[src/hw/rtl/glmd_pkg.sv]
// ----------------------------------------------------------------------------
// glmd_pkg
// Shared types, limits and helpers of the grid local minimum detector.
// ----------------------------------------------------------------------------
package glmd_pkg;

  // Matrix size limits
  localparam int MAX_ROWS = 32;
  localparam int MAX_COLS = 32;

  localparam logic [5:0] ROW_CAP = 6'((MAX_ROWS < 32) ? MAX_ROWS : 32);
  localparam logic [5:0] COL_CAP = 6'((MAX_COLS < 32) ? MAX_COLS : 32);

  // Line memory geometry: one entry per column, two stacked rows per entry
  localparam int LINE_DEPTH = int'(COL_CAP);
  localparam int LINE_AW    = (LINE_DEPTH > 1) ? $clog2(LINE_DEPTH) : 1;
  localparam int VAL_W      = 32;
  localparam int LINE_W     = 2 * VAL_W;

  // Output queue depth (room for two results per column beat)
  localparam int OQ_DEPTH = 4;
  localparam int OQ_AW    = $clog2(OQ_DEPTH);
  localparam int OQ_CW    = OQ_AW + 1;

  // Configuration register indexes
  localparam int          CFG_IDX_W     = 2;
  localparam logic [1:0]  REG_ROW_COUNT = 2'd0;
  localparam logic [1:0]  REG_COL_COUNT = 2'd1;

  // Beat waiting on the line memory read
  typedef struct packed {
    logic signed [VAL_W-1:0] value;
    logic [4:0]              row;        // row of the cell to classify
    logic [4:0]              col;
    logic                    has_top;
    logic                    flush;      // last-row pass, no write-back
    logic                    emit;
    logic                    last_col;
    logic                    frame_end;
  } issue_t;

  // One 3-high column of the sliding window
  typedef struct packed {
    logic signed [VAL_W-1:0] top;
    logic signed [VAL_W-1:0] ctr;
    logic signed [VAL_W-1:0] bot;
    logic                    has_top;
    logic                    has_bot;
    logic                    emit;
    logic                    last_col;
    logic                    frame_end;
    logic [4:0]              row;
    logic [4:0]              col;
  } col_t;

  // One classified cell
  typedef struct packed {
    logic [4:0]              row;
    logic [4:0]              col;
    logic signed [VAL_W-1:0] value;
    logic                    is_min;
    logic                    frame_end;
  } res_t;

  // Up to two results pushed per window step, first one first
  typedef struct packed {
    logic a_valid;
    res_t a;
    logic b_valid;
    res_t b;
  } push_t;

  // Map a raw count register to its last index, clamped to 1..cap
  function automatic logic [4:0] last_index(input logic [5:0] v, input logic [5:0] cap);
    if (v == 6'd0) begin
      return 5'd0;
    end else if (v > cap) begin
      return 5'(cap - 6'd1);
    end else begin
      return 5'(v - 6'd1);
    end
  endfunction

  // True if h is greater than an existing entry of column c
  function automatic logic beats(input logic signed [VAL_W-1:0] h, input col_t c,
                                 input logic with_ctr);
    return (c.has_top && (h > $signed(c.top))) ||
           (with_ctr  && (h > $signed(c.ctr))) ||
           (c.has_bot && (h > $signed(c.bot)));
  endfunction

endpackage

[src/hw/rtl/glmd_line_mem.sv]
// ----------------------------------------------------------------------------
// glmd_line_mem
// Column-indexed line memory holding the two previous rows per entry, with a
// registered read port and write-to-read forwarding for the same entry.
// ----------------------------------------------------------------------------
module glmd_line_mem (
  input  logic                                  clk,
  input  logic                                  rd_en,
  input  logic [glmd_pkg::LINE_AW-1:0]          rd_addr,
  output logic [glmd_pkg::LINE_W-1:0]           rd_data,
  input  logic                                  wr_en,
  input  logic [glmd_pkg::LINE_AW-1:0]          wr_addr,
  input  logic [glmd_pkg::LINE_W-1:0]           wr_data
);

  logic [glmd_pkg::LINE_W-1:0] mem [glmd_pkg::LINE_DEPTH];
  logic [glmd_pkg::LINE_W-1:0] q_r;
  logic [glmd_pkg::LINE_W-1:0] fwd_data_r;
  logic                        fwd_r;

  // Write port
  always_ff @(posedge clk) begin
    if (wr_en) begin
      mem[wr_addr] <= wr_data;
    end
  end

  // Read port; hold the data while no read is issued
  always_ff @(posedge clk) begin
    if (rd_en) begin
      q_r        <= mem[rd_addr];
      fwd_r      <= wr_en && (wr_addr == rd_addr);
      fwd_data_r <= wr_data;
    end
  end

  // Take the data written in the read cycle over the stale array value
  assign rd_data = fwd_r ? fwd_data_r : q_r;

endmodule

[src/hw/rtl/glmd_window.sv]
// ----------------------------------------------------------------------------
// glmd_window
// Three-column sliding window that classifies the middle column's center
// cell, and at a row's last column also the newest column's center cell.
// ----------------------------------------------------------------------------
module glmd_window (
  input  logic             clk,
  input  logic             col_valid,
  input  glmd_pkg::col_t   col_in,
  input  logic             room,
  output logic             adv,
  output glmd_pkg::push_t  push
);

  glmd_pkg::col_t p1_r;   // column left of the incoming one
  glmd_pkg::col_t p2_r;   // two columns left

  logic left_a;
  logic left_b;
  logic beat_a;
  logic beat_b;

  assign adv = col_valid && room;

  // Shift the window on every accepted column beat
  always_ff @(posedge clk) begin
    if (adv) begin
      p2_r <= p1_r;
      p1_r <= col_in;
    end
  end

  // Center of the middle column, right neighbor is the incoming column
  assign left_a = (p1_r.col != 5'd0);
  assign beat_a = (left_a && glmd_pkg::beats(p1_r.ctr, p2_r, 1'b1)) ||
                  glmd_pkg::beats(p1_r.ctr, p1_r, 1'b0) ||
                  glmd_pkg::beats(p1_r.ctr, col_in, 1'b1);

  // Center of the incoming last column, no right neighbor
  assign left_b = (col_in.col != 5'd0);
  assign beat_b = (left_b && glmd_pkg::beats(col_in.ctr, p1_r, 1'b1)) ||
                  glmd_pkg::beats(col_in.ctr, col_in, 1'b0);

  // Build the results for this step
  always_comb begin
    push.a_valid     = adv && col_in.emit && (col_in.col != 5'd0);
    push.a.row       = p1_r.row;
    push.a.col       = p1_r.col;
    push.a.value     = p1_r.ctr;
    push.a.is_min    = !beat_a;
    push.a.frame_end = 1'b0;

    push.b_valid     = adv && col_in.emit && col_in.last_col;
    push.b.row       = col_in.row;
    push.b.col       = col_in.col;
    push.b.value     = col_in.ctr;
    push.b.is_min    = !beat_b;
    push.b.frame_end = col_in.frame_end;
  end

endmodule

[src/hw/rtl/glmd_out_fifo.sv]
// ----------------------------------------------------------------------------
// glmd_out_fifo
// Small result queue taking up to two beats per cycle and draining one per
// cycle onto the result channel while out_ready is high.
// ----------------------------------------------------------------------------
module glmd_out_fifo (
  input  logic                            clk,
  input  logic                            rst_n,
  input  glmd_pkg::push_t                 push,
  output logic                            room,
  output logic                            out_valid,
  input  logic                            out_ready,
  output logic [4:0]                      out_cell_row,
  output logic [4:0]                      out_cell_col,
  output logic signed [glmd_pkg::VAL_W-1:0] out_cell_out,
  output logic                            out_is_minimum,
  output logic                            out_frame_end
);

  glmd_pkg::res_t                 q_mem [glmd_pkg::OQ_DEPTH];
  logic [glmd_pkg::OQ_AW-1:0]     wptr_r, wptr_nxt;
  logic [glmd_pkg::OQ_AW-1:0]     rptr_r, rptr_nxt;
  logic [glmd_pkg::OQ_CW-1:0]     count_r, count_nxt;
  logic [glmd_pkg::OQ_AW-1:0]     b_addr;
  logic [glmd_pkg::OQ_CW-1:0]     n_push;
  logic                           pop;

  assign room      = (count_r <= glmd_pkg::OQ_CW'(glmd_pkg::OQ_DEPTH - 2));
  assign out_valid = (count_r != '0);
  assign pop       = out_valid && out_ready;
  assign b_addr    = push.a_valid ? (wptr_r + glmd_pkg::OQ_AW'(1)) : wptr_r;
  assign n_push    = glmd_pkg::OQ_CW'(push.a_valid) + glmd_pkg::OQ_CW'(push.b_valid);

  // Store pushed results in order
  always_ff @(posedge clk) begin
    if (push.a_valid) begin
      q_mem[wptr_r] <= push.a;
    end
    if (push.b_valid) begin
      q_mem[b_addr] <= push.b;
    end
  end

  // Advance pointers and occupancy
  always_comb begin
    wptr_nxt  = wptr_r + glmd_pkg::OQ_AW'(n_push);
    rptr_nxt  = pop ? (rptr_r + glmd_pkg::OQ_AW'(1)) : rptr_r;
    count_nxt = count_r + n_push - glmd_pkg::OQ_CW'(pop);
  end

  always_ff @(posedge clk) begin
    if (!rst_n) begin
      wptr_r  <= '0;
      rptr_r  <= '0;
      count_r <= '0;
    end else begin
      wptr_r  <= wptr_nxt;
      rptr_r  <= rptr_nxt;
      count_r <= count_nxt;
    end
  end

  // Present the head beat
  assign out_cell_row   = q_mem[rptr_r].row;
  assign out_cell_col   = q_mem[rptr_r].col;
  assign out_cell_out   = q_mem[rptr_r].value;
  assign out_is_minimum = q_mem[rptr_r].is_min;
  assign out_frame_end  = q_mem[rptr_r].frame_end;

endmodule

[src/hw/rtl/grid_local_minimum_detector.sv]
// ----------------------------------------------------------------------------
// grid_local_minimum_detector
// Classifies each cell of a raster matrix stream as a 3x3 local minimum.
//
//   channel | direction | handshake          | payload
//   in      | input     | in_valid/in_ready  | in_cell_value
//   out     | output    | out_valid/out_ready| out_cell_row, out_cell_col,
//           |           |                    | out_cell_out, out_is_minimum,
//           |           |                    | out_frame_end
//   cfg     | input     | cfg_valid/cfg_ready| cfg_index, cfg_data
//
// One cell is taken per cycle unless stalled; results pass s1, s2 and the
// output queue after the cell completing their neighborhood. The frame's
// final cell starts a last-row pass reading the line memory one column per
// cycle unless stalled; input stalls until the pass ends. Reset clears the
// position, pass and queue and sets both counts to 32; line memory is kept.
// Result stalls back up via a four-entry queue into the line memory stages.
// ----------------------------------------------------------------------------
module grid_local_minimum_detector (
  input  logic                                clk,
  input  logic                                rst_n,
  input  logic                                in_valid,
  output logic                                in_ready,
  input  logic signed [glmd_pkg::VAL_W-1:0]   in_cell_value,
  output logic                                out_valid,
  input  logic                                out_ready,
  output logic [4:0]                          out_cell_row,
  output logic [4:0]                          out_cell_col,
  output logic signed [glmd_pkg::VAL_W-1:0]   out_cell_out,
  output logic                                out_is_minimum,
  output logic                                out_frame_end,
  input  logic                                cfg_valid,
  output logic                                cfg_ready,
  input  logic [glmd_pkg::CFG_IDX_W-1:0]      cfg_index,
  input  logic [5:0]                          cfg_data
);

  logic [4:0]       row_last_r, col_last_r;
  logic [4:0]       row_pos_r, row_pos_nxt;
  logic [4:0]       col_pos_r, col_pos_nxt;
  logic             flush_r, flush_nxt;
  logic [4:0]       flush_row_r, flush_row_nxt;
  logic [4:0]       flush_col_r, flush_col_nxt;

  glmd_pkg::issue_t s1_r, s1_nxt;
  logic             s1_valid_r, s1_valid_nxt;
  glmd_pkg::col_t   s2_r, s2_nxt;
  logic             s2_valid_r, s2_valid_nxt;

  logic             room, adv3, adv2, s1_free;
  logic             issue_in, issue_fl, cfg_we, in_last;
  logic [glmd_pkg::LINE_W-1:0] rd_data;
  glmd_pkg::push_t  push;

  // Stage handshakes
  assign cfg_ready = 1'b1;
  assign cfg_we    = cfg_valid && cfg_ready &&
                     ((cfg_index == glmd_pkg::REG_ROW_COUNT) ||
                      (cfg_index == glmd_pkg::REG_COL_COUNT));
  assign adv2      = s1_valid_r && (!s2_valid_r || adv3);
  assign s1_free   = !s1_valid_r || adv2;
  assign in_ready  = s1_free && !flush_r;
  assign issue_in  = in_valid && in_ready;
  assign issue_fl  = flush_r && s1_free;
  assign in_last   = (row_pos_r == row_last_r) && (col_pos_r == col_last_r);

  // Count registers
  always_ff @(posedge clk) begin
    if (!rst_n) begin
      row_last_r <= glmd_pkg::last_index(6'd32, glmd_pkg::ROW_CAP);
      col_last_r <= glmd_pkg::last_index(6'd32, glmd_pkg::COL_CAP);
    end else if (cfg_valid && cfg_ready) begin
      if (cfg_index == glmd_pkg::REG_ROW_COUNT) begin
        row_last_r <= glmd_pkg::last_index(cfg_data, glmd_pkg::ROW_CAP);
      end
      if (cfg_index == glmd_pkg::REG_COL_COUNT) begin
        col_last_r <= glmd_pkg::last_index(cfg_data, glmd_pkg::COL_CAP);
      end
    end
  end

  // Raster position, last-row pass and issue of beats to the line memory
  always_comb begin
    row_pos_nxt   = row_pos_r;
    col_pos_nxt   = col_pos_r;
    flush_nxt     = flush_r;
    flush_row_nxt = flush_row_r;
    flush_col_nxt = flush_col_r;
    s1_nxt        = s1_r;
    s1_valid_nxt  = adv2 ? 1'b0 : s1_valid_r;

    if (issue_in) begin
      s1_nxt.value     = in_cell_value;
      s1_nxt.row       = row_pos_r - 5'd1;
      s1_nxt.col       = col_pos_r;
      s1_nxt.has_top   = (row_pos_r >= 5'd2);
      s1_nxt.flush     = 1'b0;
      s1_nxt.emit      = (row_pos_r != 5'd0);
      s1_nxt.last_col  = (col_pos_r == col_last_r);
      s1_nxt.frame_end = 1'b0;
      s1_valid_nxt     = 1'b1;
      if (in_last) begin
        flush_nxt     = 1'b1;
        flush_row_nxt = row_pos_r;
        flush_col_nxt = 5'd0;
        row_pos_nxt   = 5'd0;
        col_pos_nxt   = 5'd0;
      end else if (col_pos_r == col_last_r) begin
        row_pos_nxt = row_pos_r + 5'd1;
        col_pos_nxt = 5'd0;
      end else begin
        col_pos_nxt = col_pos_r + 5'd1;
      end
    end else if (issue_fl) begin
      s1_nxt.value     = '0;
      s1_nxt.row       = flush_row_r;
      s1_nxt.col       = flush_col_r;
      s1_nxt.has_top   = (flush_row_r != 5'd0);
      s1_nxt.flush     = 1'b1;
      s1_nxt.emit      = 1'b1;
      s1_nxt.last_col  = (flush_col_r == col_last_r);
      s1_nxt.frame_end = (flush_col_r == col_last_r);
      s1_valid_nxt     = 1'b1;
      if (flush_col_r == col_last_r) begin
        flush_nxt = 1'b0;
      end else begin
        flush_col_nxt = flush_col_r + 5'd1;
      end
    end

    // Restart the frame on a register write
    if (cfg_we) begin
      row_pos_nxt = 5'd0;
      col_pos_nxt = 5'd0;
    end
  end

  // Form the window column from the memory read, hold while stalled
  always_comb begin
    s2_nxt       = s2_r;
    s2_valid_nxt = adv3 ? 1'b0 : s2_valid_r;
    if (adv2) begin
      s2_nxt.top       = rd_data[glmd_pkg::LINE_W-1:glmd_pkg::VAL_W];
      s2_nxt.ctr       = rd_data[glmd_pkg::VAL_W-1:0];
      s2_nxt.bot       = s1_r.value;
      s2_nxt.has_top   = s1_r.has_top;
      s2_nxt.has_bot   = !s1_r.flush;
      s2_nxt.emit      = s1_r.emit;
      s2_nxt.last_col  = s1_r.last_col;
      s2_nxt.frame_end = s1_r.frame_end;
      s2_nxt.row       = s1_r.row;
      s2_nxt.col       = s1_r.col;
      s2_valid_nxt     = 1'b1;
    end
  end

  always_ff @(posedge clk) begin
    if (!rst_n) begin
      row_pos_r  <= 5'd0;
      col_pos_r  <= 5'd0;
      flush_r    <= 1'b0;
      s1_valid_r <= 1'b0;
      s2_valid_r <= 1'b0;
    end else begin
      row_pos_r  <= row_pos_nxt;
      col_pos_r  <= col_pos_nxt;
      flush_r    <= flush_nxt;
      s1_valid_r <= s1_valid_nxt;
      s2_valid_r <= s2_valid_nxt;
    end
  end

  always_ff @(posedge clk) begin
    flush_row_r <= flush_row_nxt;
    flush_col_r <= flush_col_nxt;
    s1_r        <= s1_nxt;
    s2_r        <= s2_nxt;
  end

  // Line memory: read at issue, write back {previous row, new cell} on advance
  glmd_line_mem u_line_mem (
    .clk     (clk),
    .rd_en   (issue_in || issue_fl),
    .rd_addr (issue_in ? col_pos_r[glmd_pkg::LINE_AW-1:0]
                       : flush_col_r[glmd_pkg::LINE_AW-1:0]),
    .rd_data (rd_data),
    .wr_en   (adv2 && !s1_r.flush),
    .wr_addr (s1_r.col[glmd_pkg::LINE_AW-1:0]),
    .wr_data ({rd_data[glmd_pkg::VAL_W-1:0], s1_r.value})
  );

  glmd_window u_window (
    .clk       (clk),
    .col_valid (s2_valid_r),
    .col_in    (s2_r),
    .room      (room),
    .adv       (adv3),
    .push      (push)
  );

  glmd_out_fifo u_out_fifo (
    .clk            (clk),
    .rst_n          (rst_n),
    .push           (push),
    .room           (room),
    .out_valid      (out_valid),
    .out_ready      (out_ready),
    .out_cell_row   (out_cell_row),
    .out_cell_col   (out_cell_col),
    .out_cell_out   (out_cell_out),
    .out_is_minimum (out_is_minimum),
    .out_frame_end  (out_frame_end)
  );

endmodule

[config.mk]
export PLATFORM = sky130hd
export DESIGN_NAME = grid_local_minimum_detector
export DESIGN_NICKNAME = d
export VERILOG_FILES = /design/src/hw/rtl/glmd_pkg.sv /design/src/hw/rtl/glmd_line_mem.sv /design/src/hw/rtl/glmd_window.sv /design/src/hw/rtl/glmd_out_fifo.sv /design/src/hw/rtl/grid_local_minimum_detector.sv
export SDC_FILE = /design/constraint.sdc
export NUM_CORES = 2
export LEC_CHECK = 0
export ABC_AREA = 1
export BUFFER_PORTS_ARGS = -buffer_cell sky130_fd_sc_hd__buf_2
export CAP_MARGIN = 5
export CORE_MARGIN = 8
export CORE_UTILIZATION = 50
export DETAILED_ROUTE_END_ITERATION = 16
export GPL_ROUTABILITY_DRIVEN = 1
export GPL_TIMING_DRIVEN = 0
export HOLD_SLACK_MARGIN = 0.02
export PLACE_DENSITY_LB_ADDON = 0.2
export SETUP_SLACK_MARGIN = 0.5
export SLEW_MARGIN = 20
export SYNTH_ARGS = -nofsm -noshare
export SYNTH_HDL_FRONTEND = slang
export SYNTH_HIERARCHICAL = 1
export SYNTH_SLANG_ARGS = --single-unit
[constraint.sdc]
create_clock -name clk -period 12.8 [get_ports clk]
set_clock_uncertainty 0.2 [all_clocks]
set_input_delay 3.2 -clock clk [delete_from_list [all_inputs] [get_ports clk]]
set_output_delay 3.2 -clock clk [all_outputs]
set_load 0.05 [all_outputs]
[Word-level counts from Yosys, hierarchy flattened]
Memory sizes are Yosys's and may differ from the RTL's. A register that Yosys moved wholly into a read port is not among the register bits.
Cells that the tools add are included.
Storage, ports and cells
  RAM bits: 2224
  input port bits: 45
  memories kept: 2
  memory bits (read-only): 0
  latch bits: 0
  output and inout port bits: 47
  register bits: 469
Cells by class
  add/subtract/negate cells: 11
  order comparisons: 16
  shift operators: 0
  reductions and logical operators: 65
  bitwise operators: 1
  mux-type cells: 32
  equal/unequal tests: 7
  multipliers: 0
  div/mod/pow operators: 0
Memory list
  u_line_mem.mem: depth 32, width 64, read ports 1, clocked after Yosys merged registers in 1, wr ports 1, RTL line glmd_line_mem.sv:16  | logic [glmd_pkg::LINE_W-1:0] mem [glmd_pkg::LINE_DEPTH];
  u_out_fifo.q_mem: depth 4, width 44, read ports 1, clocked after Yosys merged registers in 1, wr ports 2, RTL line glmd_out_fifo.sv:20  | glmd_pkg::res_t q_mem [glmd_pkg::OQ_DEPTH];
Operator list (count)
  $gt 32x32->1: 13
  $mux 47: 2
  $mux 64: 1
  $mux 5: 11
  $logic_and 1x1->1: 25
  $eq 5x5->1: 4
  $reduce_bool 5->1: 4
  $add 5x1->5 const B: 3
  $logic_or 1x1->1: 15
  $mux 1: 15
  $sub 5x1->5 const B: 2
  $reduce_and 2->1: 4
  $reduce_bool 2->1: 4
  $gt 6x6->1 const B: 1
  $logic_not 1->1: 6
  $logic_not 6->1: 1
  $mux 2: 3
  $reduce_and 3->1: 2
  $reduce_bool 3->1: 2
  $ge 5x2->1 const B: 1
  $add 2x1->2 const B: 2
  $add 3x3->3: 1
  $le 3x2->1 const B: 1
  $sub 3x1->3: 1
  8 further kinds: 8

[Depth between registers and ports, before layout]
  depth in word-level cells: 10
  gate-level depth with buffers: 23

[By module]
The synthesis kept the hierarchy.
By module, submodules not included
  glmd_line_mem: area an instance 86544.3 sq um, cells each 6898, instances 1
  glmd_window: area an instance 16772.3 sq um, cells each 1855, instances 1
  glmd_out_fifo: area an instance 9786.9 sq um, cells each 1098, instances 1
  grid_local_minimum_detector: area an instance 7076.8 sq um, cells each 505, instances 1

[Least setup slack after synthesis]
OpenSTA, ideal clock, no wires.
  kind: register to register
  from: register u_out_fifo/count_r[0] (netlist bit)
  to: register s1_r[10] (netlist bit), enable pin
  arrival time: 8580 ps
  stages on the path, launching flop included: 11
  path buffers: 1
  setup time: 527 ps
  path slack: 3493 ps
  required time: 12073 ps
  period minus slack after synthesis: 9307 ps
  cells stage by stage: dfxtp_1 > a21oi_1 > nand2_1 > inv_1 > inv_2 > nand3_2 > nand3_2 > inv_2 > buf_6 > nor2_2 > inv_1
On the way
  longest elaborated chain between the ends: 8
Ends and longest elaborated chain
  start: declaration: RTL line glmd_out_fifo.sv:23  | logic [glmd_pkg::OQ_CW-1:0] count_r, count_nxt;
  start signal: assignment: RTL line glmd_out_fifo.sv:59  | count_r <= count_nxt;
  $le 3x2->1 *: RTL line glmd_out_fifo.sv:28  | assign room = (count_r <= glmd_pkg::OQ_CW'(glmd_pkg::OQ_DEPTH - 2));
  named net room: RTL line grid_local_minimum_detector.sv:50  | logic room, adv3, adv2, s1_free;
  $logic_and 1x1->1 *: RTL line glmd_window.sv:23  | assign adv = col_valid && room;
  named net adv3: RTL line grid_local_minimum_detector.sv:50
  $logic_or 1x1->1 *: RTL line grid_local_minimum_detector.sv:60  | assign adv2 = s1_valid_r && (!s2_valid_r || adv3);
  $logic_and 1x1->1 *: RTL line grid_local_minimum_detector.sv:60
  $logic_or 1x1->1 *: RTL line grid_local_minimum_detector.sv:61  | assign s1_free = !s1_valid_r || adv2;
  $logic_and 1x1->1: RTL line grid_local_minimum_detector.sv:62  | assign in_ready = s1_free && !flush_r;
  $logic_and 1x1->1: RTL line grid_local_minimum_detector.sv:63  | assign issue_in = in_valid && in_ready;
  $reduce_bool 2->1 (no line) *
  end signal: assignment: RTL line grid_local_minimum_detector.sv:176  | s1_r <= s1_nxt;
  end: declaration: RTL line grid_local_minimum_detector.sv:45  | glmd_pkg::issue_t s1_r, s1_nxt;
The timed path passes the listed nets; every way through them passes the cells marked *.
A chain may end at the register's enable or synchronous reset.

[Worst setup path after layout]
  from: input in_valid
  to: register u_line_mem/q_r[34] (netlist bit), read port of u_line_mem.mem, data pin
On the way
  longest elaborated chain between the ends: 2
Ends and longest elaborated chain
  start: declaration: RTL line grid_local_minimum_detector.sv:22  | input logic in_valid,
  $logic_and 1x1->1 *: RTL line grid_local_minimum_detector.sv:63
  $mux 5 / $logic_or 1x1->1 (equally long branches): RTL line grid_local_minimum_detector.sv:184, grid_local_minimum_detector.sv:183
  end: declaration: RTL line glmd_line_mem.sv:17  | logic [glmd_pkg::LINE_W-1:0] q_r;
Mark *: on every way between the ends. The rest lies on a longest branch, timed or not.

==> results.md <==
- Status: complete, no violations
- Syn Inst Count: 10356
- Worst Hold Launch: s1_r[2]
- Max Freq: 138 MHz
- Seq/Total Area, Yosys: 0.687
- Max VDD drop: 0.111 mV
- DR iter-0 viols: 12503
- Met3 track demand over resource: 0.0915
- CTS Hold Buffers Added: 0
- Crit share post-route: 0.566
- Max-cap viol count: 0
- Slew Limit Fails: 0
- P&R area growth vs syn: 15.7%
- Num CTS Buffers: 306
- Commonest non-fill, non-tap cell in the layout: nand2_1
- Buffers on Ports: 90
- Vias: 87541
- First-pass iteration count of the detailed router: 6
- Die Wd: 506 um
- Main combinational cell family by area after synthesis: simple AND/OR/NAND/NOR gates
- Gr ovfl total: 0
- Synth Area in XOR/XNOR: 0.00124
- Routed len/inst: 29.3 um
- Core Region: 240000 um2
- Mapped Nets: 10803
- Clock Latency Late Sink: 0.95 ns
- Number of global-route vias before repair: 83053
- Met1 usage: 0.410
- Compound-cell area share of the yosys netlist: 0.0206
- Clock root buffer: clkbuf_16
- GRT Total Usage: 0.319
- Max_slew headroom: 0.118
- Crit. Startpoint: in_valid
- Synth Area in Adders: 0.0419
- Multiplexer share of the synthesized area: 0.00608
- CTS resizes: 0
- Crit start category: input port
- Most frequent cells in the layout: nand2_1 (3228), edfxtp_1 (2725), nand3_1 (1883)
- H-tree levels: 5
- Layout Nets: 11416
- Post-CTS Setup Bufs: 0
- M2 GR Usage: 0.487
- #FFs+latches synth: 2759
- Via density: 6.09
- Die area: 256000 um2
- PD cells: 158 nW/um2
- Cell variety after synth: 60
- Post-synth EDFFs: 2725
- Gr busiest metal: met2
- Fillers: 19247
- Worst min path class: flop to flop
- Final setup fails: 0
- Clk sink count: 2759
- Dpl hpwl: 294000 um
- Final hold viol count: 0
- Simple-Gate Fraction of Synth Area: 0.199
- Clk buf depth: 4
- Reg clk slew, reported paths: 0.06 ns
- Drt total wl: 422000 um
- Mean Syn Cell Area: 11.6 um2
- Remaining antenna violation count: 0
- Placer Congestion: 0.934
- Worst slew pin tran: 1.32 ns
- Asr flop ratio synth: 0
- Initial Utilization: 0.501
- Largest net degree at the start of global routing: 107
- Final core occ: 0.580
- Row cnt: 180
- RSZ-0062 raised after global routing: no
- Global-route wire length before repair: 591000 um
- CP Class: input port to flop
- Die Y-Extent: 506 um
- Share of post-route cells with drive strength above 1: 0.121
- Worst r2r src: u_out_fifo/count_r[0]
- Worst EP required: 13.25 ns
- Initial antenna violation count: 20
- Min cycle time layout: 7.24 ns
- Synth Cell Area: 120000 um2
- CTS tree: yes
- Crit path DAT: 7.70 ns
- Dominant synthesized flop cell: edfxtp_1
- # DRC: 0
- CP Capture Type: flop
- Leakage: 53.2 nW
- Syn. warnings: 6
- Max Fanout on Critical Path: 10
- Setup_tns: 0 ns
- Ports: 92
per-layer routing:
| layer | up-vias | wire (um) |
|---|---|---|
| li1 | 37601 | - |
| met1 | 42145 | 150000 |
| met2 | 6405 | 184000 |
| met3 | 1380 | 58200 |
| met4 | 10 | 29500 |
| met5 | - | 72 |
stage by stage:
step	instances	setup slack, ns	area, um2	power (mW)	hold slack (ns)
final	14379	5.56	139000	22.0	0.217
after global routing	14366	5.82	139000	22.5	0.220
after CTS	14362	6.21	139000	21.9	0.217
after detailed placement	13845	5.21	130000	13.6	0.205
after global placement	13631	-3.33	125000	13.5	0.201
after floorplan	10356	3.49	120000	12.4	0.200
final timing paths:
| kind | end | slack, ns | depth (start not counted) |
|---|---|---|---|
| max | u_line_mem/q_r[34] | 5.56 | 15 |
| min reg2reg | s2_r[12] | 0.22 | 0 |
| min | s2_r[12] | 0.22 | 0 |
| max reg2reg | u_line_mem/q_r[34] | 7.04 | 19 |
layout make-up:
class	count	area, um2	share of cell area
clock inverter	147	1240	0.00891
multi-input combinational	6525	32700	0.235
clock buffer	370	8110	0.0583
tap	3185	3990	0.0287
inverter	450	1720	0.0123
antenna	16	40.0	0.000288
sequential	2759	82500	0.594
timing repair buffer	305	5140	0.0370
buffer	622	3620	0.0260
registers in the layout, indices dropped and copies added (netlist names), 42 cells and up, named ones only:
name,flops
u_out_fifo/q_mem,176
s2_r,111
u_line_mem/mem,2048
u_line_mem/q_r,64
s1_r,47
u_window/p1_r,66
u_window/p2_r,98
u_line_mem/fwd_data_r,64
u_window/push,42
synth_stat cells (21+ instances only):
library cell  count  area (um2)
nand2_1        3232       12100
edfxtp_1       2725       81800
nand3_1        1883        9420
inv_1           435        1630
ha_1            401        5020
nor2_1          265         995
buf_2           261        1310
a21oi_1         197         986
buf_4           163        1220
o21ai_0         138         691
nand4_1         125         782
clkbuf_1        106         398
mux2_2           64         721
buf_1            48         180
o22ai_1          48         300
buf_6            43         484
dfxtp_1          34         681
nor3_1           25         125
o21a_1           21         158
power by group:
group	internal, mW	switching (mW)	total (mW)
combinational	0.790	2.26	3.05
sequential	10.3	0.177	10.5
clock	4.90	3.50	8.41
logic make-up (layout without fill, tap and decap cells):
logic type                 after synthesis  in the layout
and+or+nand+nor                       5586           5586
DFF                                   2759           2759
buffers and inverters                 1072           1894
AOI/OAI and AO/OA                      453            453
adders and majority gates              402            402
muxes                                   65             65
xor gates and xnor gates                17             17
other                                    2             18
critical path: stages:
cell      delay [ns]
buf_2           0.15
nand3_2         0.17
inv_2           0.13
buf_6           0.15
buf_4           0.18
nand2_1         0.10
o21ai_1         0.19
buf_4           0.40
buf_2           0.66
clkbuf_1        0.98
nand3_1         0.57
nand3_1         0.22
nand3_1         0.12
nand3_1         0.22
nand2_1         0.20
Note: power is estimated with default switching activity, not from simulation.
